<file path="config.mk">
export PLATFORM = sky130hd
export DESIGN_NAME = imm_mac
export DESIGN_NICKNAME = d
export VERILOG_FILES = /design/src/rtl/core/imm_pkg.sv /design/src/rtl/core/imm_mac.sv
export SDC_FILE = /design/constraint.sdc
export NUM_CORES = 1
export LEC_CHECK = 0
export ABC_AREA = 0
export BUFFER_PORTS_ARGS = -buffer_cell sky130_fd_sc_hd__buf_2
export CAP_MARGIN = 30
export CORE_ASPECT_RATIO = 1.1
export CORE_MARGIN = 2
export CORE_UTILIZATION = 55
export CTS_CLUSTER_DIAMETER = 120
export DETAILED_ROUTE_END_ITERATION = 6
export PLACE_DENSITY = 0.86
export SYNTH_ARGS = -nofsm -noshare
export SYNTH_HDL_FRONTEND = slang
export SYNTH_SLANG_ARGS = --single-unit
</file>
<file path="constraint.sdc">
create_clock -name clk -period 7.4 [get_ports clk]
set_input_delay 1.48 -clock clk [delete_from_list [all_inputs] [get_ports clk]]
set_output_delay 1.48 -clock clk [all_outputs]
set_load 0.02 [all_outputs]
</file>
<file path="src/rtl/core/imm_pkg.sv">
// ----------------------------------------------------------------------------
// imm_pkg
// Shared constants, types and helpers of the integer matrix multiply block.
// ----------------------------------------------------------------------------
package imm_pkg;

  // Storage side of each square matrix
  localparam int MAX_SIZE = 64;

  // Field widths of the stream items
  localparam int KIND_W = 2;
  localparam int ROW_W  = 6;
  localparam int DATA_W = 32;
  localparam int SIZE_W = 7;

  // Largest usable side: bounded by storage and by the 6-bit index fields
  localparam int SPAN   = (MAX_SIZE < (1 << ROW_W)) ? MAX_SIZE : (1 << ROW_W);
  localparam int IDX_W  = $clog2(SPAN);
  localparam int ADDR_W = 2 * IDX_W;

  // Stream data widths, padded to whole bytes
  localparam int PAYLOAD_W = 2 * ROW_W + DATA_W;
  localparam int TDATA_W   = ((PAYLOAD_W + 7) / 8) * 8;

  localparam logic [SIZE_W-1:0] SIZE_RESET = SIZE_W'(64);

  // Item kinds
  localparam logic [KIND_W-1:0] KIND_LOAD_A = 2'd0;
  localparam logic [KIND_W-1:0] KIND_LOAD_B = 2'd1;
  localparam logic [KIND_W-1:0] KIND_ROW    = 2'd2;

  // Memory requests from the sequencer
  typedef struct packed {
    logic              a_we;
    logic              b_we;
    logic [ADDR_W-1:0] waddr;
    logic [DATA_W-1:0] wdata;
    logic              re;
    logic [ADDR_W-1:0] a_raddr;
    logic [ADDR_W-1:0] b_raddr;
  } mem_req_t;

  // MAC control and status
  typedef struct packed {
    logic data_vld;
    logic clr;
  } mac_ctl_t;

  typedef struct packed {
    logic busy;
  } mac_sts_t;

  // Effective side length: zero acts as one, large values saturate
  function automatic logic [SIZE_W-1:0] size_clamp(input logic [SIZE_W-1:0] s);
    logic [SIZE_W-1:0] n;
    n = s;
    if (s == '0) begin
      n = SIZE_W'(1);
    end else if (s > SIZE_W'(SPAN)) begin
      n = SIZE_W'(SPAN);
    end
    return n;
  endfunction

endpackage

</file>
<file path="src/rtl/core/imm_mac.sv">
// ----------------------------------------------------------------------------
// imm_mac
// Multiply-accumulate: registered product, then a wrapping 32-bit sum.
// ----------------------------------------------------------------------------
module imm_mac (
  input  logic                      clk,
  input  logic                      rst_n,
  input  imm_pkg::mac_ctl_t         ctl,
  input  logic [imm_pkg::DATA_W-1:0] a,
  input  logic [imm_pkg::DATA_W-1:0] b,
  output logic [imm_pkg::DATA_W-1:0] acc,
  output imm_pkg::mac_sts_t         sts
);

  logic [imm_pkg::DATA_W-1:0] prod_r;
  logic [imm_pkg::DATA_W-1:0] prod_nxt;
  logic                       prod_vld_r;
  logic [imm_pkg::DATA_W-1:0] acc_r;

  // Low word of the product is the same for signed and unsigned operands
  assign prod_nxt = a * b;

  always_ff @(posedge clk) begin
    if (!rst_n) begin
      prod_vld_r <= 1'b0;
    end else begin
      prod_vld_r <= ctl.data_vld;
    end
  end

  always_ff @(posedge clk) begin
    if (ctl.data_vld) begin
      prod_r <= prod_nxt;
    end
  end

  always_ff @(posedge clk) begin
    if (ctl.clr) begin
      acc_r <= '0;
    end else if (prod_vld_r) begin
      acc_r <= acc_r + prod_r;
    end
  end

  assign acc      = acc_r;
  assign sts.busy = prod_vld_r;

endmodule

</file>
Yosys cells after proc, flatten, opt, wreduce, memory -nomap -nowiden
Index checks and enable logic that the tools add are counted.

storage, ports and cells
  register bits after elaboration = 65
  input bits = 68
  output and inout bits = 33
  logic and storage cells = 5

operators by class
  add/subtract/negate cells = 1
  multiply operators = 1

operators by type and width
  kind              number
  $add A32 B32 Y32  1
  $mul A32 B32 Y32  1

Longest topological paths before layout
Gate-level depths: netlist (run 1).

  depth in word-level cells = 1
  depth in mapped cells = 27
  mapped depth without buffers = 25

Worst setup path after synthesis (run 1)
Ideal clock, no wire load.

  kind = input -> register
  start = in a[12] (netlist bit)
  end = reg prod_r[30] (netlist bit), data pin
  library setup time = 0.262 ns
  data arrival time = 7.703 ns
  setup slack = -0.565 ns
  stages = 25
  buffers on the path = 2
  cells stage by stage = clkbuf_1 -> clkbuf_1 -> nand2_1 -> fa_1 -> inv_1 -> fa_1 -> inv_1 -> fa_1 -> fa_1 -> inv_1 -> fa_1 -> inv_1 -> fa_1 -> fa_1 -> fa_1 -> inv_1 -> ha_1 -> a21o_1 -> a21oi_1 -> o21ai_0 -> a22o_1 -> a311o_1 -> a31oi_1 -> o21bai_1 -> xor2_1

on the way
  word-level cells in the longest chain between the ends = 1

RTL lines
  element                RTL line       RTL
  from (decl)            imm_mac.sv:9   input logic [imm_pkg::DATA_W-1:0] a,
  $mul A32 B32 Y32       imm_mac.sv:21  assign prod_nxt = a * b;
  via prod_nxt, one bit  imm_mac.sv:16  logic [imm_pkg::DATA_W-1:0] prod_nxt;
  to (signal assigned)   imm_mac.sv:33  prod_r <= prod_nxt;
  to (decl)              imm_mac.sv:15  logic [imm_pkg::DATA_W-1:0] prod_r;

The timed path passes the listed nets, and every way through them passes these cells.
A chain may end at the register's enable or synchronous reset.

Worst setup path after layout (run 1)
  start = in a[10] (netlist bit)
  end = reg prod_r[30] (netlist bit), data pin

Same word-level chain as after synthesis.

==> summary.txt, run 1 <==
CTS
  • Number of CTS-inserted buffers: 9
  • CTS tree: done
  • Clk Latency, worst-skew pair: approximately 0.34 ns
  • Clock transition at path regs: roughly 0.06 ns
  • Clock Tree Root: clkbuf_16
  • Post-CTS Hold Fix Bufs: 0
  • Clock Sinks: between 60 and 70
  • H-tree depth: 3
  • Clock Path Buffers: 2

Timing
  • Slew Viols, Final: 0
  • Min cycle time layout: 7.80 ns
  • # setup viols final: 13
  • Unrepaired setup endpoints after global routing: yes
  • Skew final: around 0.0089 ns
  • Worst-Margin Slew: between 0.7 and 0.8 ns
  • Slew headroom: between 40% and 50%
  • Hold Fails Final Rpt: 0
  • Final worst path period share: 105%
  • Setup WS post-layout: -0.400 ns
  • FMAX: ~0.13 GHz

Cells and area
  • Design Area, Final: 23400 um^2
  • Post-Layout Cell Count: ~2800
  • Final core utilization: roughly two thirds
  • Layout cells sized above 1: between 20% and 30%
  • Fill cells: 2259
  • Layout area overhead: 20.9%
  • Most common cell after layout, fill and taps aside: inv_1
  • Final #Nets: about 3000
  • # diodes: 0
  • Commonest non-fill, non-tap cells in the layout: inv_1 (375), fa_1 (372), nand2_1 (291)

Job
  • MaxCap Viol Count: 0

Worst setup path
  • CP bufs+invs: 6
  • Critical Path End Type: flip-flop
  • Crit-path max FO: 12
  • Critical path launch point type: primary input
  • CP dominant cell by count: fa_2
  • Delay-heaviest family, CP: adder cells
  • Critical Path RT: about 7.5 ns
  • Slowest CP cell: fa_2
  • Crit path kind: in2reg
  • Max stage delay on crit path: approximately 0.63 ns
  • Critical Path AT: 7.88 ns

Synth
  • Register area share after synthesis: around 8.4%
  • Ys flop type: dfxtp_1
  • Syn nets: 2758
  • Cell area after synthesis: 19400 um^2
  • Synth Warn #: 0
  • Synth cell types: 58
  • Post-synth EDFFs: 32
  • Asr flop ratio synth: 0%
  • Post-Syn Instances: between 2000 and 2500
  • #FFs+latches synth: 65
  • Post-Syn Area per Cell: a little over 9 um^2

Floorplan
  • Core area: between 30000 and 40000 um^2
  • DIE AREA: 36800 um^2
  • Initial Util: a little under three fifths
  • Chip Height: 201 um
  • I/O pins: about 100
  • Width of the chip: around 180 um
  • Rows: approximately 70

Place
  • I/O Buffers: 100
  • Hpwl dp: 44100 um
  • DP Worst Slack: -0.704 ns
  • Placed Cells: roughly 2800
  • Gpl congestion: a little under 1
  • Cell Area, Placed: 21800 um^2

Global route
  • Antenna violations before repair: 1
  • Global-route usage over all layers: 30.1%
  • GRT Residual Overflow: 0
  • First-pass GRT wire length: just under 90000 um
  • Largest net degree at the start of global routing: 39
  • Vias in the first global route: 17400

Detailed routing
  • Vias per cell: about 5.9
  • 1st-pass router iterations: 6
  • Via count: between 15000 and 20000
  • DR DRC count: 0
  • Final ANT Viol Nets: 0
  • Wire per inst: about 22 um
  • Routed WL: ~61000 um
  • Initial drt markers: approximately 1500

Status
  • Failing checks: negative setup slack
  • Status: finished with violations

Worst hold path
  • HP Class: reg2reg
==> worst reg2reg max path: cells and delay by family, from the launching register on <==
family,cells,cell delay [ns]
fa+ha+maj,1,0.32
simple gates,1,0.16
compound gates,7,1.97
xor+xnor,1,0.18
flops,1,0.43
==> cells in the mapped netlist, types with 3 or more instances <==
cell type,n,area share [%]
a221oi_2,3,0.23
o21a_1,18,0.70
nand4_1,7,0.23
and3_1,3,0.097
a21oi_1,48,1.2
mux2i_1,14,0.72
nor2_1,54,1.0
a211oi_1,9,0.35
nor2b_1,4,0.13
a211o_1,3,0.14
o21ai_1,3,0.077
edfxtp_1,32,5.0
nor3_1,11,0.28
o211ai_1,3,0.12
o21bai_1,8,0.31
a31oi_1,6,0.19
o21ai_0,27,0.70
or3_1,8,0.26
dfxtp_1,33,3.4
xnor2_1,81,3.7
a2bb2oi_1,3,0.14
nand2_1,295,5.7
ha_1,154,9.9
nor4b_1,3,0.14
o31ai_1,4,0.15
and2_1,275,8.9
fa_1,409,42
nand2b_1,7,0.23
and4_1,4,0.18
inv_1,405,7.8
a21o_1,24,0.93
nand3_1,15,0.39
xor2_1,24,1.1
clkbuf_1,99,1.9
==> stage by stage <==
step	setup TNS, ns	hold slack (ns)
2_1_floorplan	-0.755	0.557
5_1_grt	-3.99	0.523
3_3_place_gp	-4.21	0.479
3_5_place_dp	-6.82	0.484
4_1_cts	-0.344	0.491
6_report	-3.28	0.496
==> state kept, by name (all words and copies together), names as in the netlist <==
register and flops:
acc 32, prod_r 32, sts 1
==> repair_timing <==
action                                  in CTS  in global routing
setup buffers                               11                 14
cloned                                       3                  5
gates resized for setup                    105                147
endpoints found under the setup margin      12                 13
pin swaps                                   37                 96
==> final timing paths <==
kind                             start                   end  slack (ns)  depth (start not counted)
hold / removal    acc[27]$_SDFFE_PP0P_  acc[27]$_SDFFE_PP0P_        0.50                          2
setup reg to reg   prod_r[1]$_DFFE_PP_  acc[29]$_SDFFE_PP0P_        4.20                         10
hold reg to reg   acc[27]$_SDFFE_PP0P_  acc[27]$_SDFFE_PP0P_        0.50                          2
setup / recovery                 a[10]  prod_r[30]$_DFFE_PP_       -0.40                         25
==> layout make-up <==
| type | instances | area (um^2) | share of cell area [%] |
|---|---|---|---|
| Multi-Input combinational cell | 1556 | 16500 | 70.4 |
| Timing Repair Buffer | 340 | 2930 | 12.5 |
| Sequential cell | 65 | 1620 | 6.92 |
| Inverter | 405 | 1530 | 6.51 |
| Tap cell | 444 | 556 | 2.37 |
| Clock buffer | 9 | 225 | 0.961 |
| Clock inverter | 7 | 82.6 | 0.352 |
==> layer usage <==
layer  GRT usage, %  wire length [um]  part of all wire [%]  vias to the layer above
met3           4.57              5900                   9.7                      405
li1               -                 -                     -                     6949
met1           36.5             20800                    34                     8133
met4           13.9              4850                   7.9                        0
met2           52.7             29500                    48                     1174
met5              0                 0                     0                        -
==> cell families after synthesis <==
group | synth area share [%]
adders and majority gates | 52.2
AOI/OAI and AO/OA | 6.31
muxes | 0.781
buffers and inverters | 9.80
DFF | 8.37
and+or+nand+nor | 17.8
xor gates and xnor gates | 4.74
Power of run 1 is left out: the tool's default activity adds up to more than one toggle a clock period on the data nets, which glitch-free logic cannot reach.
==> inputs of run 2 (changes only) <==
Settings changed: CORE_UTILIZATION 55 to 59, PLACE_DENSITY 0.86 to 0.9.
==> run 2 against run 1 <==
  * First-iteration DRC count rose by 10%
  * Core utilization rose by 3.6 points
  * The run still ends with negative setup slack left
  * Critical path depth fell by 3
  * Hold slack got worse by 0.00089 ns
  * Sequential cell count did not move
  * Non-clock buffer count fell by 9
  * Via count barely moved
==> summary.txt, run 2 (same netlist as run 1, synthesis figures left out) <==
Timing
  • Worst-Margin Slew: 0.778 ns (was 0.787 ns)
  • Slew Viols, Final: 0 (unchanged)
  • Setup Total Neg Slack: -3.36 ns (was -3.28 ns)
  • Worst hold margin: 0.495 ns (was 0.496 ns)
  • Slew headroom: 48.1% (was 47.5%)
  • Min cycle time layout: 7.88 ns (was 7.80 ns)
  • Hold Fails Final Rpt: 0 (unchanged)
  • Final worst path period share: 107% (was 105%)
  • Setup WS post-layout: -0.481 ns (was -0.400 ns)
  • # setup viols final: 12 (was 13)
  • Unrepaired setup endpoints after global routing: yes (unchanged)
  • Skew final: 0.00467 ns (was 0.00888 ns)
  • FMAX: 0.127 GHz (was 0.128 GHz)

Worst setup path
  • Critical Path AT: 7.96 ns (was 7.88 ns)
  • Max stage delay on crit path: 0.54 ns (was 0.63 ns)
  • Slowest CP cell: fa_1 (was fa_2)
  • CP bufs+invs: 7 (was 6)
  • Delay-heaviest family, CP: adder cells (unchanged)
  • Worst reg2reg startpoint: prod_r[0]$_DFFE_PP_ (was prod_r[1]$_DFFE_PP_)
  • Crit-path max FO: 7 (was 12)
  • Crit path launch: a[14] (was a[10])
  • Crit path kind: in2reg (unchanged)
  • Crit-path cells: buf_8 -> buf_12 -> and2_4 -> fa_1 -> fa_1 -> inv_2 -> fa_1 -> fa_1 -> inv_1 -> fa_1 -> inv_1 -> fa_1 -> fa_1 -> inv_1 -> fa_1 -> ha_1 -> and4_1 -> buf_4 -> a221oi_4 -> o21ai_2 -> a221oi_2 -> xnor2_1
  • CP dominant cell by count: fa_1 (was fa_2)
  • Critical path launch point type: primary input (unchanged)
  • Critical Path RT: 7.48 ns (about the same)
  • Critical Path End Type: flip-flop (unchanged)

Place
  • I/O Buffers: 100 (unchanged)
  • Hpwl dp: 46300 um (was 44100 um)
  • Gpl congestion: 0.948 (was 0.978)

Global route
  • Global-route usage over all layers: 33.6% (was 30.1%)
  • GRT Residual Overflow: 0 (unchanged)
  • Antenna violations before repair: 0 (was 1)
  • Vias in the first global route: 18100 (was 17400)
  • Largest net degree at the start of global routing: 39 (unchanged)
  • First-pass GRT wire length: 90400 um (was 87300 um)

Floorplan
  • I/O pins: 101 (unchanged)
  • Rows: 69 (was 72)
  • Core area: 32400 um^2 (was 35000 um^2)
  • Chip Height: 194 um (was 201 um)
  • Width of the chip: 177 um (was 183 um)
  • DIE AREA: 34300 um^2 (was 36800 um^2)
  • Initial Util: 59.9% (was 55.5%)

Detailed routing
  • Final ANT Viol Nets: 0 (unchanged)
  • Vias per cell: 5.96 (was 5.90)
  • Routed WL: 60400 um (was 61100 um)
  • Via count: 16700 (about the same)
  • DR DRC count: 0 (unchanged)
  • Initial drt markers: 1666 (was 1508)
  • Wire per inst: 21.6 um (about the same)
  • 1st-pass router iterations: 6 (unchanged)

Cells and area
  • Layout cells sized above 1: 19.5% (was 21.4%)
  • Commonest non-fill, non-tap cells in the layout: inv_1 (387), fa_1 (378), nand2_1 (294) (was inv_1 (375), fa_1 (372), nand2_1 (291))
  • Most common cell after layout, fill and taps aside: inv_1 (unchanged)
  • Multi-input logic area: 16400 um^2 (was 16500 um^2)
  • Seq. cell area: 1620 um^2 (unchanged)
  • Layout area overhead: 18.0% (was 20.9%)
  • Final #Nets: 2999 (was 3008)
  • # diodes: 0 (unchanged)
  • Fill cells: 2058 (was 2259)

Worst hold path
  • Hold path startpoint: acc[13]$_SDFFE_PP0P_ (was acc[27]$_SDFFE_PP0P_)
  • HP Class: reg2reg (unchanged)

CTS
  • H-tree depth: 3 (unchanged)
  • Clock Tree Root: clkbuf_16 (unchanged)
  • Clock transition at path regs: 0.05 ns (was 0.06 ns)
  • CTS tree: done (unchanged)
  • Clk Latency, worst-skew pair: 0.34 ns (about the same)
  • Clock Path Buffers: 2 (unchanged)
  • Post-CTS Hold Fix Bufs: 0 (unchanged)
  • Clock Sinks: 65 (unchanged)
  • Number of CTS-inserted buffers: 9 (unchanged)

Status
  • Failing checks: negative setup slack (unchanged)
  • Status: finished with violations (unchanged)

Job
  • MaxCap Viol Count: 0 (unchanged)
-- run 2: changes by cell type in the layout (fill, tap and decap cells not counted), sizes merged --
cell	before	now
bufbuf	2	0
bufinv	1	0
clkbuf	17	15
inv	409	405
-- run 2: repair_timing --
| action | 4_1_cts | 5_1_grt |
|---|---|---|
| gates resized for setup | 87 | 71 |
| buffers inserted | 15 | 7 |
| pin swaps | 67 | 77 |
| setup endpoints to repair | 11 | 14 |
-- run 2: area by class of cell --
cell class | instances | share of cell area [%]
multi-input combinational | 1556 | 71.5
timing repair buffer | 331 | 11.1
sequential | 65 | 7.09
inverter | 405 | 6.65
tap | 426 | 2.33
clock buffer | 14 | 1.25
clock inverter | 2 | 0.0438
-- run 2: routing by layer --
layer / GRT usage (%) / vias up / wire length, um
met3: 6.35 / 410 / 6080
met5: 0 / - / 0
met2: 57.2 / 1237 / 29000
met1: 39.0 / 8105 / 20300
li1: - / 6917 / -
met4: 21.0 / 0 / 5040
-- run 2: per-stage QoR --
| step | area [um^2] | cells | utilization (%) | setup slack, ns |
|---|---|---|---|---|
| after floorplan | 19600 | 2127 | - | -0.272 |
| after global placement | 21800 | 2768 | 67.5 | -0.548 |
| after detailed placement | 21800 | 2768 | 67.5 | -0.791 |
| after CTS | 22600 | 2796 | 69.7 | -0.179 |
| after global routing | 22900 | 2799 | 70.6 | -0.594 |
| final | 22900 | 2799 | 70.6 | -0.481 |
-- run 2: path summary, 6_finish.rpt --
kind                            cells past startpoint  slack [ns]                   end
worst max-delay path                               22       -0.48  prod_r[29]$_DFFE_PP_
worst min-delay path                                2        0.50  acc[13]$_SDFFE_PP0P_
worst max register to register                     12        4.12  acc[30]$_SDFFE_PP0P_
worst min register to register                      2        0.50  acc[13]$_SDFFE_PP0P_
-- run 2: tightest hold or removal path, stage by stage, from the launching register on --
cell,delay (ns)
dfxtp_1,0.32
nand2_1,0.07
a21oi_1,0.05
Power of run 2 is left out for the same reason.
