## src/rtl/core/imm_pkg.sv

```systemverilog
// ----------------------------------------------------------------------------
// imm_pkg
// Shared constants, types and helpers of the integer matrix multiply block.
// ----------------------------------------------------------------------------
package imm_pkg;

  // Storage side of each square matrix
  localparam int MAX_SIZE = 64;

  // Field widths of the stream items
  localparam int KIND_W = 2;
  localparam int ROW_W  = 6;
  localparam int DATA_W = 32;
  localparam int SIZE_W = 7;

  // Largest usable side: bounded by storage and by the 6-bit index fields
  localparam int SPAN   = (MAX_SIZE < (1 << ROW_W)) ? MAX_SIZE : (1 << ROW_W);
  localparam int IDX_W  = $clog2(SPAN);
  localparam int ADDR_W = 2 * IDX_W;

  // Stream data widths, padded to whole bytes
  localparam int PAYLOAD_W = 2 * ROW_W + DATA_W;
  localparam int TDATA_W   = ((PAYLOAD_W + 7) / 8) * 8;

  localparam logic [SIZE_W-1:0] SIZE_RESET = SIZE_W'(64);

  // Item kinds
  localparam logic [KIND_W-1:0] KIND_LOAD_A = 2'd0;
  localparam logic [KIND_W-1:0] KIND_LOAD_B = 2'd1;
  localparam logic [KIND_W-1:0] KIND_ROW    = 2'd2;

  // Memory requests from the sequencer
  typedef struct packed {
    logic              a_we;
    logic              b_we;
    logic [ADDR_W-1:0] waddr;
    logic [DATA_W-1:0] wdata;
    logic              re;
    logic [ADDR_W-1:0] a_raddr;
    logic [ADDR_W-1:0] b_raddr;
  } mem_req_t;

  // MAC control and status
  typedef struct packed {
    logic data_vld;
    logic clr;
  } mac_ctl_t;

  typedef struct packed {
    logic busy;
  } mac_sts_t;

  // Effective side length: zero acts as one, large values saturate
  function automatic logic [SIZE_W-1:0] size_clamp(input logic [SIZE_W-1:0] s);
    logic [SIZE_W-1:0] n;
    n = s;
    if (s == '0) begin
      n = SIZE_W'(1);
    end else if (s > SIZE_W'(SPAN)) begin
      n = SIZE_W'(SPAN);
    end
    return n;
  endfunction

endpackage

```

## src/rtl/core/imm_seq.sv

```systemverilog
// ----------------------------------------------------------------------------
// imm_seq
// Sequencer: accepts items, writes loads, walks the read addresses of a
// product row and hands each finished column to the output register.
// ----------------------------------------------------------------------------
module imm_seq (
  input  logic                         clk,
  input  logic                         rst_n,
  input  logic                         in_tvalid,
  output logic                         in_tready,
  input  logic [imm_pkg::KIND_W-1:0]   in_tuser,
  input  logic [imm_pkg::TDATA_W-1:0]  in_tdata,
  output logic                         out_tvalid,
  input  logic                         out_tready,
  output logic [imm_pkg::TDATA_W-1:0]  out_tdata,
  output logic                         out_tlast,
  input  logic                         cfg_wr_en,
  input  logic [imm_pkg::SIZE_W-1:0]   cfg_wr_data,
  output imm_pkg::mem_req_t            mem_req,
  output imm_pkg::mac_ctl_t            mac_ctl,
  input  imm_pkg::mac_sts_t            mac_sts,
  input  logic [imm_pkg::DATA_W-1:0]   acc
);

  localparam logic [1:0] ST_IDLE  = 2'd0;
  localparam logic [1:0] ST_RUN   = 2'd1;
  localparam logic [1:0] ST_DRAIN = 2'd2;
  localparam logic [1:0] ST_EMIT  = 2'd3;

  localparam int RW = imm_pkg::ROW_W;
  localparam int SW = imm_pkg::SIZE_W;
  localparam int IW = imm_pkg::IDX_W;

  logic [1:0]    state_r, state_nxt;
  logic [SW-1:0] size_r;
  logic [SW-1:0] n_eff;
  logic [SW-1:0] n_last;
  logic [RW-1:0] row_r, row_nxt;
  logic [SW-1:0] j_r, j_nxt;
  logic [SW-1:0] c_r, c_nxt;
  logic          issue_d_r;

  logic                        out_vld_r, out_vld_nxt;
  logic [RW-1:0]               out_row_r, out_row_nxt;
  logic [RW-1:0]               out_col_r, out_col_nxt;
  logic [imm_pkg::DATA_W-1:0]  out_prod_r, out_prod_nxt;
  logic                        out_last_r, out_last_nxt;

  logic [RW-1:0]              in_row;
  logic [RW-1:0]              in_col;
  logic [imm_pkg::DATA_W-1:0] in_value;
  logic                       in_acc;
  logic                       row_ok;
  logic                       col_ok;
  logic                       emit_go;

  assign in_row   = in_tdata[RW-1:0];
  assign in_col   = in_tdata[2*RW-1:RW];
  assign in_value = in_tdata[imm_pkg::PAYLOAD_W-1:2*RW];

  assign n_eff  = imm_pkg::size_clamp(size_r);
  assign n_last = n_eff - SW'(1);

  assign in_tready = (state_r == ST_IDLE);
  assign in_acc    = in_tvalid && in_tready;
  assign row_ok    = {1'b0, in_row} < n_eff;
  assign col_ok    = {1'b0, in_col} < n_eff;
  assign emit_go   = (state_r == ST_EMIT) && (!out_vld_r || out_tready);

  always_ff @(posedge clk) begin
    if (!rst_n) begin
      size_r <= imm_pkg::SIZE_RESET;
    end else if (cfg_wr_en) begin
      size_r <= cfg_wr_data;
    end
  end

  always_comb begin
    state_nxt    = state_r;
    row_nxt      = row_r;
    j_nxt        = j_r;
    c_nxt        = c_r;
    out_vld_nxt  = out_vld_r && !out_tready;
    out_row_nxt  = out_row_r;
    out_col_nxt  = out_col_r;
    out_prod_nxt = out_prod_r;
    out_last_nxt = out_last_r;

    mem_req.a_we    = 1'b0;
    mem_req.b_we    = 1'b0;
    mem_req.waddr   = {in_row[IW-1:0], in_col[IW-1:0]};
    mem_req.wdata   = in_value;
    mem_req.re      = 1'b0;
    mem_req.a_raddr = {row_r[IW-1:0], j_r[IW-1:0]};
    mem_req.b_raddr = {j_r[IW-1:0], c_r[IW-1:0]};

    mac_ctl.data_vld = issue_d_r;
    mac_ctl.clr      = 1'b0;

    case (state_r)
      ST_IDLE: begin
        if (in_acc) begin
          case (in_tuser)
            imm_pkg::KIND_LOAD_A: mem_req.a_we = row_ok && col_ok;
            imm_pkg::KIND_LOAD_B: mem_req.b_we = row_ok && col_ok;
            imm_pkg::KIND_ROW: begin
              if (row_ok) begin
                row_nxt     = in_row;
                j_nxt       = '0;
                c_nxt       = '0;
                mac_ctl.clr = 1'b1;
                state_nxt   = ST_RUN;
              end
            end
            default: ;
          endcase
        end
      end
      ST_RUN: begin
        mem_req.re = 1'b1;
        if (j_r == n_last) begin
          j_nxt     = '0;
          state_nxt = ST_DRAIN;
        end else begin
          j_nxt = j_r + SW'(1);
        end
      end
      ST_DRAIN: begin
        // wait for the last product to land in the accumulator
        if (!issue_d_r && !mac_sts.busy) begin
          state_nxt = ST_EMIT;
        end
      end
      ST_EMIT: begin
        if (emit_go) begin
          out_vld_nxt  = 1'b1;
          out_row_nxt  = row_r;
          out_col_nxt  = c_r[RW-1:0];
          out_prod_nxt = acc;
          out_last_nxt = (c_r == n_last);
          mac_ctl.clr  = 1'b1;
          if (c_r == n_last) begin
            state_nxt = ST_IDLE;
          end else begin
            c_nxt     = c_r + SW'(1);
            state_nxt = ST_RUN;
          end
        end
      end
      default: state_nxt = ST_IDLE;
    endcase
  end

  always_ff @(posedge clk) begin
    if (!rst_n) begin
      state_r   <= ST_IDLE;
      j_r       <= '0;
      c_r       <= '0;
      issue_d_r <= 1'b0;
      out_vld_r <= 1'b0;
    end else begin
      state_r   <= state_nxt;
      j_r       <= j_nxt;
      c_r       <= c_nxt;
      issue_d_r <= mem_req.re;
      out_vld_r <= out_vld_nxt;
    end
  end

  always_ff @(posedge clk) begin
    row_r      <= row_nxt;
    out_row_r  <= out_row_nxt;
    out_col_r  <= out_col_nxt;
    out_prod_r <= out_prod_nxt;
    out_last_r <= out_last_nxt;
  end

  assign out_tvalid = out_vld_r;
  assign out_tlast  = out_last_r;
  assign out_tdata  = {{(imm_pkg::TDATA_W - imm_pkg::PAYLOAD_W){1'b0}},
                       out_prod_r, out_col_r, out_row_r};

endmodule

```

## config.mk

```make
export PLATFORM = sky130hd
export DESIGN_NAME = imm_seq
export DESIGN_NICKNAME = d
export VERILOG_FILES = /design/src/rtl/core/imm_pkg.sv /design/src/rtl/core/imm_seq.sv
export SDC_FILE = /design/constraint.sdc
export NUM_CORES = 1
export LEC_CHECK = 0
export BUFFER_PORTS_ARGS = -buffer_cell sky130_fd_sc_hd__buf_2
export CAP_MARGIN = 20
export CORE_MARGIN = 1
export CORE_UTILIZATION = 49
export CTS_CLUSTER_SIZE = 24
export DETAILED_ROUTE_END_ITERATION = 10
export PLACE_DENSITY_LB_ADDON = 0.08
export SLEW_MARGIN = 20
export SYNTH_ARGS = -nofsm -noshare
export SYNTH_HDL_FRONTEND = slang
export SYNTH_SLANG_ARGS = --single-unit
export TNS_END_PERCENT = 20
```

## constraint.sdc

```tcl
create_clock -name clk -period 6.2 [get_ports clk]
set_input_delay 0.31 -clock clk [delete_from_list [all_inputs] [get_ports clk]]
set_output_delay 0.31 -clock clk [all_outputs]
set_load 0.005 [all_outputs]
```

==> Yosys cells after proc, flatten, opt, wreduce, memory -nomap -nowiden <==
Cells that the tools add are included.
{ "classes": {"magnitude_cmp": 3, "muxes": 30, "eq_ne": 14, "addsub": 3, "reduce_logical": 20} }
{ "ops": {"columns": ["cell", "count"], "rows": [
  ["2-to-1 mux 7 bit", 8],
  ["one-hot mux 7 bit (2 select lines)", 2],
  ["2-to-1 mux 2 bit", 8],
  ["adder 7 x 1 -> 7 bit (second input constant)", 2],
  ["equality test 7 bit", 2],
  ["less-than comparator 6 x 7 -> 1 bit", 2],
  ["AND reduction 6 bit", 2],
  ["2-to-1 mux 1 bit", 10],
  ["!= test 2 bit (second input constant)", 4],
  ["one-hot mux 2 bit (4 select lines)", 1],
  ["AND reduction 4 bit", 2],
  ["> comparator 7 bit (second input constant)", 1],
  ["logical NOT 7 bit", 1],
  ["subtractor 7 x 1 -> 7 bit (second input constant)", 1],
  ["equality test 2 bit (second input constant)", 3],
  ["!= test 2 x 1 -> 1 bit (second input constant)", 3],
  ["logical AND 1 bit", 5],
  ["equality test 2 x 1 -> 1 bit (second input constant)", 2],
  ["logical NOT 1 bit", 4],
  ["logical NOT 2 bit", 2],
  ["nonzero test 2 bit", 2],
  ["one-hot mux 1 bit (2 select lines)", 1],
  ["AND reduction 2 bit", 1],
  ["logical OR 1 bit", 1]
]} }
{ "totals": {"register_bits": 76, "inputBits": 95, "output_inout_bits": 124} }

==> Logic depth before layout (Yosys ltp) <==
Gate-level depths: netlist of run 1.
{ "depth": {"word_depth": 8, "ltp_mapped": 13} }

==> Worst setup path before layout of run 1 <==
No wires, ideal clock.
{ "synth_timing": {"path_kind": "reg2reg", "from": "register size_r[5]", "to": "register c_r[5]", "stages_incl_launch_ff": 14, "synth_period_minus_slack_ns": 3.031, "t_arrival_ns": 2.952, "setup_time_ns": 0.079, "slack_ns": 3.169, "n_path_buf": 2, "required_time_ns": 6.121, "cell_sequence": "dfxtp_1 > clkbuf_1 > nor3_1 > a21oi_1 > or2_2 > ha_1 > nor3b_1 > a31oi_1 > xor2_1 > o2111a_1 > and2_4 > buf_12 > or4_1 > o211ai_1"} }
{ "synth_between": {"elab_chain_cells": 7} }
{ "synth_rtl": {"columns": ["item", "line", "text"], "rows": [
  ["from (decl)", "imm_seq.sv:35", "logic [SW-1:0] size_r;"],
  ["from (signal assigned)", "imm_seq.sv:72", "size_r <= imm_pkg::SIZE_RESET;"],
  ["from (signal assigned)", "imm_seq.sv:74", "size_r <= cfg_wr_data;"],
  ["> comparator 7 bit", "imm_pkg.sv:59", "end else if (s > SIZE_W'(SPAN)) begin"],
  ["2-to-1 mux 7 bit", "imm_pkg.sv:59", null],
  ["2-to-1 mux 7 bit (*)", "imm_pkg.sv:57", "if (s == '0) begin"],
  ["subtractor 7 x 1 -> 7 bit", "imm_seq.sv:62", "assign n_last = n_eff - SW'(1);"],
  ["equality test 7 bit", "imm_seq.sv:142", "if (c_r == n_last) begin"],
  ["!= test 2 bit (no source line)", null, null],
  ["AND reduction 6 bit (no source line) (*)", null, null],
  ["to (signal assigned)", "imm_seq.sv:164", "c_r <= c_nxt;"],
  ["to (decl)", "imm_seq.sv:40", "logic [SW-1:0] c_r, c_nxt;"]
]} }
Mark *: on every way between the ends. The rest lies on a longest branch, timed or not.
A chain may end at the register's enable or synchronous reset.

==> Final worst setup path of run 1 <==
{ "layout_timing": {"from": "register size_r[5]", "to": "register j_r[4]"} }
{ "layout_between": {"elab_chain_cells": 7} }
{ "layout_rtl": {"columns": ["item", "line", "text"], "rows": [
  ["> comparator 7 bit", "imm_pkg.sv:59", null],
  ["2-to-1 mux 7 bit", "imm_pkg.sv:59", null],
  ["2-to-1 mux 7 bit (*)", "imm_pkg.sv:57", null],
  ["subtractor 7 x 1 -> 7 bit", "imm_seq.sv:62", null],
  ["equality test 7 bit", "imm_seq.sv:121", "if (j_r == n_last) begin"],
  ["2-to-1 mux 7 bit", "imm_seq.sv:121", null],
  ["one-hot mux 7 bit (2 select lines)", "imm_seq.sv:100", "case (state_r)"],
  ["to (signal assigned)", "imm_seq.sv:163", "j_r <= j_nxt;"],
  ["to (decl)", "imm_seq.sv:39", "logic [SW-1:0] j_r, j_nxt;"]
]} }
Marked as above.

==> flow_summary_export.csv, run 1 <==
group,metric,value,unit
layout,syn2layout_area_growth,11.5,%
min_path,worstHoldEndpoint,"out_prod_r[18]",
timing,finalCriticalPeriod,3340,ps
logic_synthesis,synth_xor_area_share,3.63,%
timing,fin_crit_sh,53.9,%
logic_synthesis,netlist_instances,373,
clock_tree,clk_pin_slew,90,ps
detailed_routing,met2_length,3.93,mm
layout,fin_cells,564,
logic_synthesis,synthMuxAreaShare,1.95,%
detailed_routing,viasPerCell,5.21,
setup_path,critPathMaxFanout,9,
layout,final_layout_size_suffix_gt1_share,37.0,%
power_and_ir_drop,finalPower,1150,uW
timing,hold_viol_final,0,
logic_synthesis,synth_top_family_by_area,"buffers and inverters",
timing,setup_viol,0,
setup_path,arrival,3560,ps
timing,rsz0062_at_grt,"false",
detailed_routing,drtAntennaViolNets,0,
die,initial_core_util,50.2,%
clock_tree,htreeDepth,3,
layout,design_area,0.00458,mm^2
grt,grt_pass1_wl,12.8,mm
logic_synthesis,ys_seq_elements,76,
clock_tree,postCtsSetupRepairBufs,0,
power_and_ir_drop,power.density,251,mW/mm^2
timing,slew_violations,0,
detailed_routing,drcViolationCount,0,
logic_synthesis,synthTopCellsByArea,"edfxtp_1, buf_4, dfxtp_1",
placed_design,place_area,0.00440,mm^2
clock_tree,clock-sinks,76,
min_path,worstHoldStart,"acc[18]",
grt,grt_pass1_vias,2618,
detailed_routing,num_vias,2940,
logic_synthesis,async_flop_share,0,%
detailed_routing,wire_per_inst,14.7,um
timing,tns,0,ps
logic_synthesis,yosys_warnings,0,
detailed_routing,routed-wl-met3,617,um
power_and_ir_drop,p_clk_share,29.6,%
logic_synthesis,yosysUniqueCellTypes,54,
grt,track_usage,18.8,%
setup_path,reg2reg_to,"j_r[4]",
logic_synthesis,synthDominantCellAreaShare,37.3,%
min_path,hp-class,"in -> reg",
die,ios,219,
logic_synthesis,synth_ff_type,"edfxtp_1",
power_and_ir_drop,p_int,803,uW
layout,fin_nets,566,
detailed_routing,first_pass_iters,4,
clock_tree,clockBufferDepth,2,
logic_synthesis,syn_avg_cell_area,11.0,um^2
clock_tree,clockRootBuffer,"clkbuf_8",
logic_synthesis,synth_compound_gate_area_share,10.1,%
clock_tree,postCtsResizedCells,0,
logic_synthesis,syn-cell-area,0.00410,mm^2
setup_path,worstPathRequired,6420,ps
die,die_w,93.5,um
timing,fmax,299,MHz
clock_tree,clkLatencyLatePin,350,ps
power_and_ir_drop,peakVddDrop,0.000133,V
power_and_ir_drop,seqPwrFrac,50.7,%
grt,overflow,0,
outcome,outcome,"finished clean",
die,die_area,0.00875,mm^2
detailed_routing,drtIter0Drc,124,
die,coreArea,0.00818,mm^2
setup_path,reg2reg_slack,2860,ps
clock_tree,hold_buffers,0,
placed_design,port_buffers,146,
clock_tree,cts_tree,"built",
power_and_ir_drop,combinationalPowerShare,19.6,%
placed_design,post-place-cells,548,
die,die_h,93.5,um
logic_synthesis,synth-simple-area-share,14.3,%
detailed_routing,wirelength,8.27,mm
min_path,min_path_cells,1,
timing,finClkSkew,14.3,ps
logic_synthesis,synth-edff-count,51,
grt,antenna_found_initial,0,
clock_tree,cts_buffers,9,
timing,tightest_slew,957,ps
logic_synthesis,ys_seq_area_share,49.5,%
logic_synthesis,synth_fa_ha_area_share,5.18,%
placed_design,place_congestion,0.773,
grt,grt_max_degree,49,
power_and_ir_drop,p_switching,345,uW
job,maxCapViolCount,0,
setup_path,critical_path_class,"reg -> reg",
logic_synthesis,synthTopCellsByCount,"buf_4, edfxtp_1, dfxtp_1",
timing,maxSlewHeadroom,36.2,%
detailed_routing,wl_met1,3.64,mm
setup_path,r2r_start,"size_r[5]",
layout,diodes,0,
placed_design,post-dp-hpwl,6.19,mm
setup_path,worst-r2r-cell-count,11,
logic_synthesis,synth.largest_area_cell,"edfxtp_1",
setup_path,worst_setup_path_start_kind,"flop",
layout,final.fill_count,781,
detailed_routing,highest_layer,"met4",
timing,fin_hold_ws,130,ps
logic_synthesis,yosysMostFrequentCell,"buf_4",
setup_path,crit_path_end_kind,"flop",
power_and_ir_drop,sw_frac_of_total,30.1,%
power_and_ir_drop,p_leak,0.00194,uW
die,num_rows,33,
-- how the worst max path moves through the flow --
stage,from,end,slack [ps],cells past startpoint
final,size_r[5],j_r[4],2860,11
after global routing,size_r[6],j_r[4],2500,10
after CTS,size_r[6],mac_ctl[0],2790,10
after detailed placement,size_r[4],j_r[4],2880,11
after global placement,size_r[4],j_r[4],2940,11
after floorplan,size_r[5],c_r[5],3170,13
-- power by group through the flow --
stage                     logic (uW)  registers [uW]  clock network (uW)
after floorplan                  182             586                   0
after global placement           226             593                   0
after detailed placement         227             594                   0
after CTS                        229             583                 350
after global routing             258             586                 368
final                            226             583                 340
-- sequential cells by signal, summed over array words and instances (netlist names), 2 cells and up --
signal,flops
c_r,7
out_col_r,6
out_prod_r,32
size_r,7
out_row_r,6
state_r,2
j_r,7
row_r,6
-- layer usage --
metal / track usage [%] / vias to the layer above
met4: 4.74 / 0
li1: - / 1439
met2: 30.8 / 121
met5: 0 / -
met3: 5.93 / 10
met1: 24.1 / 1370
-- kinds of logic (layout without fill, tap and decap cells) --
family                     Yosys count  after routing
buffers and inverters               92            175
DFF                                 76             76
AOI/OAI and AO/OA                   56             56
xor gates and xnor gates            17             17
and+or+nand+nor                    106            106
adders and majority gates           17             17
muxes                                8              8
other                                1              4
-- cell type report --
cell class / count / area, um^2 / share of cell area (%)
clock buffers: 10 / 128 / 2.79
clock inverters: 6 / 47.5 / 1.04
inverters: 13 / 48.8 / 1.07
multi-input cells: 208 / 1460 / 31.9
flip-flops and latches: 76 / 2030 / 44.4
well taps: 105 / 131 / 2.87
repair buffers: 146 / 731 / 16.0
-- cell usage in the layout, fill, tap and decap left out, types with 7 or more instances in the layout --
master / count
and3_1: 8
buf_2: 146
clkbuf_8: 9
dfxtp_1: 25
edfxtp_1: 51
ha_1: 17
inv_1: 12
mux2i_1: 8
nand2_1: 18
nand3_1: 10
nor2_1: 17
nor2b_1: 15
nor3_1: 7
o21ai_0: 7
xnor2_1: 11
-- worst max-delay path: stages, from the launching register on --
cell and delay [ps]:
dfxtp_1 420, nor3_1 380, a21oi_1 210, or2_2 310, ha_1 270, nor3b_1 190, a31oi_1 320, xor2_1 180
o2111ai_1 150, o21a_1 230, o21ai_1 440, nor2_1 100
-- per-stage QoR --
stage / worst slack, ps / utilization [%]
2_1_floorplan: 3170 / -
3_3_place_gp: 2940 / 53.8
3_5_place_dp: 2880 / 53.8
4_1_cts: 2790 / 56.0
5_1_grt: 2500 / 56.0
6_report: 2860 / 56.0
Power figures use the tool's default switching activity.
==> run 2, diff against run 1 <==
--- a/config.mk
+++ b/config.mk
@@ -5,10 +5,11 @@
 export SDC_FILE = /design/constraint.sdc
 export NUM_CORES = 1
 export LEC_CHECK = 0
+export ABC_AREA = 1
 export BUFFER_PORTS_ARGS = -buffer_cell sky130_fd_sc_hd__buf_2
 export CAP_MARGIN = 20
 export CORE_MARGIN = 1
-export CORE_UTILIZATION = 49
+export CORE_UTILIZATION = 41
 export CTS_CLUSTER_SIZE = 24
 export DETAILED_ROUTE_END_ITERATION = 10
 export PLACE_DENSITY_LB_ADDON = 0.08
==> constraint.sdc (replaced) <==
create_clock -name clk -period 2.9 [get_ports clk]
set_input_delay 0.145 -clock clk [delete_from_list [all_inputs] [get_ports clk]]
set_output_delay 0.145 -clock clk [all_outputs]
set_load 0.005 [all_outputs]
==> run 2 against run 1 <==
Flip-flop and latch count stayed put. Global-route usage decreased by 1.5 points. Hold slack got worse by 120 ps. Clock skew down 0.80 ps. First-iteration DRC count fell by 19%. Highest routed layer unchanged. Via count up 12%. Setup slack worse by 2600 ps. Non-clock buffer count rose by 45.
==> flow_summary_export.csv, run 2 <==
group,metric,value,unit
logic_synthesis,syn-cell-area,0.00409,mm^2
logic_synthesis,synthTopCellsByCount,"nand2_1, buf_4, edfxtp_1",
power_and_ir_drop,peakVddDrop,0.000218,V
logic_synthesis,netlist_instances,449,
logic_synthesis,synthTopCellsByArea,"edfxtp_1, buf_4, dfxtp_1",
logic_synthesis,yosys_warnings,0,
grt,overflow,0,
grt,antenna_found_initial,0,
timing,fin_crit_sh,91.8,%
setup_path,critPathMaxFanout,7,
timing,tns,0,ps
detailed_routing,wirelength,9.15,mm
timing,setup_viol,0,
setup_path,critical_path_class,"reg -> out",
logic_synthesis,synth-simple-area-share,19.8,%
clock_tree,clockRootBuffer,"clkbuf_8",
logic_synthesis,synth_fa_ha_area_share,5.20,%
placed_design,port_buffers,146,
outcome,outcome,"finished clean",
layout,fin_cells,718,
grt,grt_pass1_wl,13.7,mm
detailed_routing,drtAntennaViolNets,0,
clock_tree,clkLatencyLatePin,350,ps
detailed_routing,first_pass_iters,5,
grt,grt_max_degree,46,
logic_synthesis,synth-edff-count,51,
logic_synthesis,ys_seq_area_share,49.7,%
power_and_ir_drop,p_leak,0.00237,uW
logic_synthesis,synth_compound_gate_area_share,6.43,%
timing,fmax,376,MHz
logic_synthesis,synth_ff_type,"edfxtp_1",
layout,fin_nets,692,
die,die_area,0.0104,mm^2
logic_synthesis,yosysMostFrequentCell,"nand2_1",
setup_path,worst-r2r-cell-count,18,
layout,final_layout_size_suffix_gt1_share,32.6,%
logic_synthesis,synthDominantCellAreaShare,37.5,%
setup_path,arrival,2520,ps
logic_synthesis,synthMuxAreaShare,0,%
placed_design,post-place-cells,663,
clock_tree,clockBufferDepth,2,
layout,syn2layout_area_growth,25.2,%
layout,final_common_cell,"buf_2",
clock_tree,clk_pin_slew,80,ps
timing,fin_hold_ws,11.0,ps
min_path,hp-class,"in -> reg",
timing,slew_violations,0,
clock_tree,clock-sinks,76,
detailed_routing,wire_per_inst,12.7,um
logic_synthesis,yosysUniqueCellTypes,30,
placed_design,post-dp-hpwl,6.61,mm
grt,grt_pass1_vias,2944,
die,die_w,102,um
clock_tree,cts_buffers,9,
logic_synthesis,ys_seq_elements,76,
setup_path,worst_setup_path_start_kind,"flop",
min_path,min_path_cells,3,
logic_synthesis,synth_xor_area_share,1.29,%
die,coreArea,0.00973,mm^2
die,ios,219,
clock_tree,htreeDepth,3,
timing,finClkSkew,13.4,ps
detailed_routing,drcViolationCount,0,
die,num_rows,36,
timing,rsz0062_at_grt,"false",
logic_synthesis,synth_top_family_by_area,"simple AND/OR/NAND/NOR gates",
timing,finalCriticalPeriod,2660,ps
detailed_routing,drtIter0Drc,100,
logic_synthesis,async_flop_share,0,%
logic_synthesis,syn_avg_cell_area,9.11,um^2
detailed_routing,num_vias,3294,
detailed_routing,viasPerCell,4.59,
placed_design,place_congestion,0.837,
job,maxCapViolCount,0,
die,initial_core_util,42.0,%
grt,track_usage,17.3,%
setup_path,crit_path_end_kind,"output pin",
logic_synthesis,synth.largest_area_cell,"edfxtp_1",
die,die_h,102,um
power_and_ir_drop,power.density,590,mW/mm^2
layout,regMostFlops,"out_prod_r",
layout,largest_reg_flops,32,
setup_path,worstPathRequired,2760,ps
timing,hold_viol_final,0,
layout,final_util,52.6,%
clock_tree,cts_tree,"built",
layout,diodes,0,
power_and_ir_drop,finalPower,3020,uW
layout,layout_common_cells,"buf_2, nand2_1, edfxtp_1, nor2_1, inv_1",
## run 2: cell count changes in the layout (fill, tap and decap cells not counted), sizes merged, moves of 8 or more
| cell | previous run | this run |
|---|---|---|
| nand2 | 18 | 88 |
| dlygate4sd3 | 0 | 36 |
| inv | 15 | 45 |
| nor2 | 17 | 46 |
| nand3 | 10 | 38 |
| a21oi | 6 | 21 |
| nor2b | 15 | 0 |
| xnor2 | 11 | 0 |
| buf | 146 | 155 |
| and3 | 8 | 0 |
| mux2i | 8 | 0 |
## run 2: routing by layer
layer	vias up	track usage, %	routed length [um]
met1	1465	19.8	3990
met4	0	8.24	165
met2	139	31.0	4350
met5	-	0	0
met3	20	3.49	649
li1	1670	-	-
## run 2: cell type report
cell class | instances | area (um^2)
inverters | 45 | 169
flip-flops and latches | 76 | 2030
repair buffers | 191 | 1170
multi-input cells | 257 | 1390
well taps | 133 | 166
clock inverters | 5 | 55.1
clock buffers | 11 | 131
fillers | 907 | 4610
## run 2: worst max-delay path, stage by stage (launching register included)
cell,delay (ps)
dfxtp_1,360
nor2_4,140
nand3_2,140
nand2_4,140
nand2_1,120
ha_1,300
nand2_1,40
o21bai_2,170
nand2_1,80
nand2_2,70
nand2_1,80
nor3_1,50
buf_4,170
o21a_1,180
buf_2,120
## run 2: stage by stage
step | area [um^2] | setup WS [ps]
2_1_floorplan | 4100 | 488
3_5_place_dp | 4510 | 210
6_report | 5120 | 238
5_1_grt | 5120 | 6.00
3_3_place_gp | 4510 | 269
4_1_cts | 5050 | 5.49
## run 2: path summary, 6_finish.rpt
check                           slack [ps]           start      endpoint
worst max-delay path                   240       size_r[1]    mac_ctl[0]
worst min-delay path                    10  cfg_wr_data[2]     size_r[2]
worst max register to register         310       size_r[1]        c_r[4]
worst min register to register         450        row_r[4]  out_row_r[4]
## run 2: kinds of logic after synthesis
kind of cell               count (synthesis)
and+or+nand+nor                          186
buffers and inverters                    119
DFF                                       76
AOI/OAI and AO/OA                         44
adders and majority gates                 17
xor gates and xnor gates                   6
other                                      1
## run 2: power breakdown
part	leakage, uW	internal [uW]	switching (uW)
clock network	0.0000909	395	383
registers	0.000668	1270	111
logic	0.00161	353	503
total	0.00237	2020	997
## run 2: what timing repair did
| item | in CTS | in global routing |
|---|---|---|
| buffers inserted | 0 | 3 |
| gates resized for setup | 0 | 9 |
| setup endpoints to repair | 0 | 16 |
| hold buffers | 36 | 0 |
| endpoints found under the hold margin | 36 | 0 |
==> run 3, diff against run 2 <==
--- a/config.mk
+++ b/config.mk
@@ -6,12 +6,13 @@
 export NUM_CORES = 1
 export LEC_CHECK = 0
 export ABC_AREA = 1
-export BUFFER_PORTS_ARGS = -buffer_cell sky130_fd_sc_hd__buf_2
 export CAP_MARGIN = 20
-export CORE_MARGIN = 1
-export CORE_UTILIZATION = 41
+export CORE_MARGIN = 2
+export CORE_UTILIZATION = 51
 export CTS_CLUSTER_SIZE = 24
 export DETAILED_ROUTE_END_ITERATION = 10
+export DONT_BUFFER_PORTS = 1
+export MAX_ROUTING_LAYER = met4
 export PLACE_DENSITY_LB_ADDON = 0.08
 export SLEW_MARGIN = 20
 export SYNTH_ARGS = -nofsm -noshare
==> run 3 against run 2 <==
Cell count is 23% lower. Sequential share of layout area is 6.2 points higher. Critical path depth is 4 higher. Global-route usage is 2.5 points higher. Clock skew is 5.7 ps lower. Non-clock buffer count is 135 lower. Via count is 13% lower. Wire length is 8.2% lower. Fmax is 0.63% higher. Total power is 5.9% lower. Sequential power hardly changed.
==> flow_summary_export.csv, run 3 (synthesized netlist as in run 2, its figures left out) <==
group,metric,value,unit
timing,tightest_slew,650,ps
grt,grt_pass1_vias,2678,
clock_tree,cts_tree,"built",
clock_tree,clkLatencyLatePin,350,ps
min_path,hp-class,"in -> reg",
layout,fin_nets,558,
die,die_h,93.5,um
placed_design,post-dp-hpwl,6.03,mm
detailed_routing,viasPerCell,5.18,
clock_tree,clockBufferDepth,2,
detailed_routing,drcViolationCount,0,
detailed_routing,wirelength,8.40,mm
die,coreArea,0.00777,mm^2
layout,largest_reg_flops,32,
timing,maxSlewHeadroom,56.5,%
setup_path,crit_path_end_kind,"flop",
power_and_ir_drop,peakVddDrop,0.000239,V
clock_tree,htreeDepth,3,
setup_path,critical_path_class,"reg -> reg",
grt,track_usage,19.8,%
layout,regMostFlops,"out_prod_r",
job,maxCapViolCount,0,
clock_tree,clockRootBuffer,"clkbuf_8",
setup_path,arrival,2890,ps
placed_design,port_buffers,0,
min_path,min_path_cells,2,
timing,setup_viol,0,
power_and_ir_drop,p_leak,0.00178,uW
timing,hold_viol_final,0,
timing,tns,0,ps
setup_path,critPathMaxFanout,12,
detailed_routing,wire_per_inst,15.2,um
die,die_area,0.00875,mm^2
layout,final_layout_size_suffix_gt1_share,10.2,%
detailed_routing,first_pass_iters,4,
timing,finalCriticalPeriod,2650,ps
layout,syn2layout_area_growth,8.23,%
placed_design,pre_cts_ws,220,ps
timing,rsz0062_at_grt,"false",
outcome,outcome,"finished clean",
detailed_routing,drtAntennaViolNets,0,
layout,layout_common_cells,"nand2_1, edfxtp_1, dlygate4sd3_1, nor2_1, inv_1",
timing,fmax,378,MHz
die,num_rows,32,
detailed_routing,num_vias,2867,
layout,final_common_cell,"nand2_1",
timing,worst_slack,255,ps
timing,finClkSkew,7.76,ps
clock_tree,clk_pin_slew,80,ps
setup_path,worst_setup_path_start_kind,"flop",
grt,overflow,0,
die,die_w,93.5,um
grt,grt_pass1_wl,13.1,mm
grt,grt_max_degree,22,
setup_path,worstPathRequired,3140,ps
setup_path,worst-r2r-cell-count,18,
layout,design_area,0.00443,mm^2
grt,antenna_found_initial,0,
timing,slew_violations,0,
power_and_ir_drop,power.density,642,mW/mm^2
clock_tree,clock-sinks,76,
die,initial_core_util,52.6,%
timing,fin_crit_sh,91.2,%
clock_tree,cts_buffers,9,
placed_design,place_congestion,0.826,
die,ios,219,
detailed_routing,drtIter0Drc,151,
placed_design,place_area,0.00374,mm^2
layout,diodes,0,
timing,fin_hold_ws,34.3,ps
power_and_ir_drop,finalPower,2840,uW
==> run 3: cell count changes in the layout (fill, tap and decap cells not counted), moves of 2 or more <==
cell	change
buf_2	-146
clkinvlp_4	+3
dlygate4sd3_1	+11
inv_6	+2
nor2_4	-2
==> run 3: through the flow <==
step | std cells | utilization (%)
6_report | 553 | 57.0
5_1_grt | 553 | 57.0
4_1_cts | 551 | 56.5
3_5_place_dp | 488 | 48.2
3_3_place_gp | 488 | 48.2
2_1_floorplan | 452 | -
==> run 3: critical path, stage by stage, from the launching register on <==
cell	delay, ps
dfxtp_1	390
nor2_2	170
nand3_2	120
nand2_4	160
nand2_1	150
ha_1	270
nand2_1	100
inv_1	70
nand3_1	100
nand2_1	100
nand2_1	70
nand2_1	60
nor3_2	200
nand4_1	120
buf_4	180
nand3_4	120
nand2_1	60
nand2_1	60
nor2_1	50
==> run 3: timing repair <==
item / 4_1_cts / 5_1_grt
endpoints found under the hold margin: 55 / 0
hold buffers: 47 / 0
endpoints found under the setup margin: 0 / 14
setup buffers: 0 / 1
resized for setup: 0 / 4
==> run 3: layout make-up <==
type / instances / area (um^2)
well taps: 102 / 128
multi-input cells: 258 / 1380
flip-flops and latches: 76 / 2030
inverters: 45 / 169
fillers: 703 / 3340
repair buffers: 56 / 538
clock inverters: 6 / 47.5
clock buffers: 10 / 128
==> run 3: final timing paths <==
check | startpoint | endpoint | slack (ps)
worst max-delay path | size_r[2] | c_r[4] | 250
worst min-delay path | cfg_wr_data[0] | size_r[0] | 30
worst max register to register | size_r[2] | c_r[4] | 250
worst min register to register | row_r[0] | out_row_r[0] | 480
==> run 3: power by group <==
group | switching [uW] | total (uW) | internal [uW]
logic | 440 | 705 | 265
clock network | 414 | 730 | 317
registers | 132 | 1400 | 1270
==> run 3: metal layers <==
metal | vias to the layer above | part of all wire (%) | GRT usage, %
met5 | - | 0 | -
met4 | 0 | 1.6 | 7.73
met3 | 23 | 7.9 | 4.83
met2 | 133 | 47 | 32.0
met1 | 1305 | 43 | 24.0
li1 | 1406 | - | -
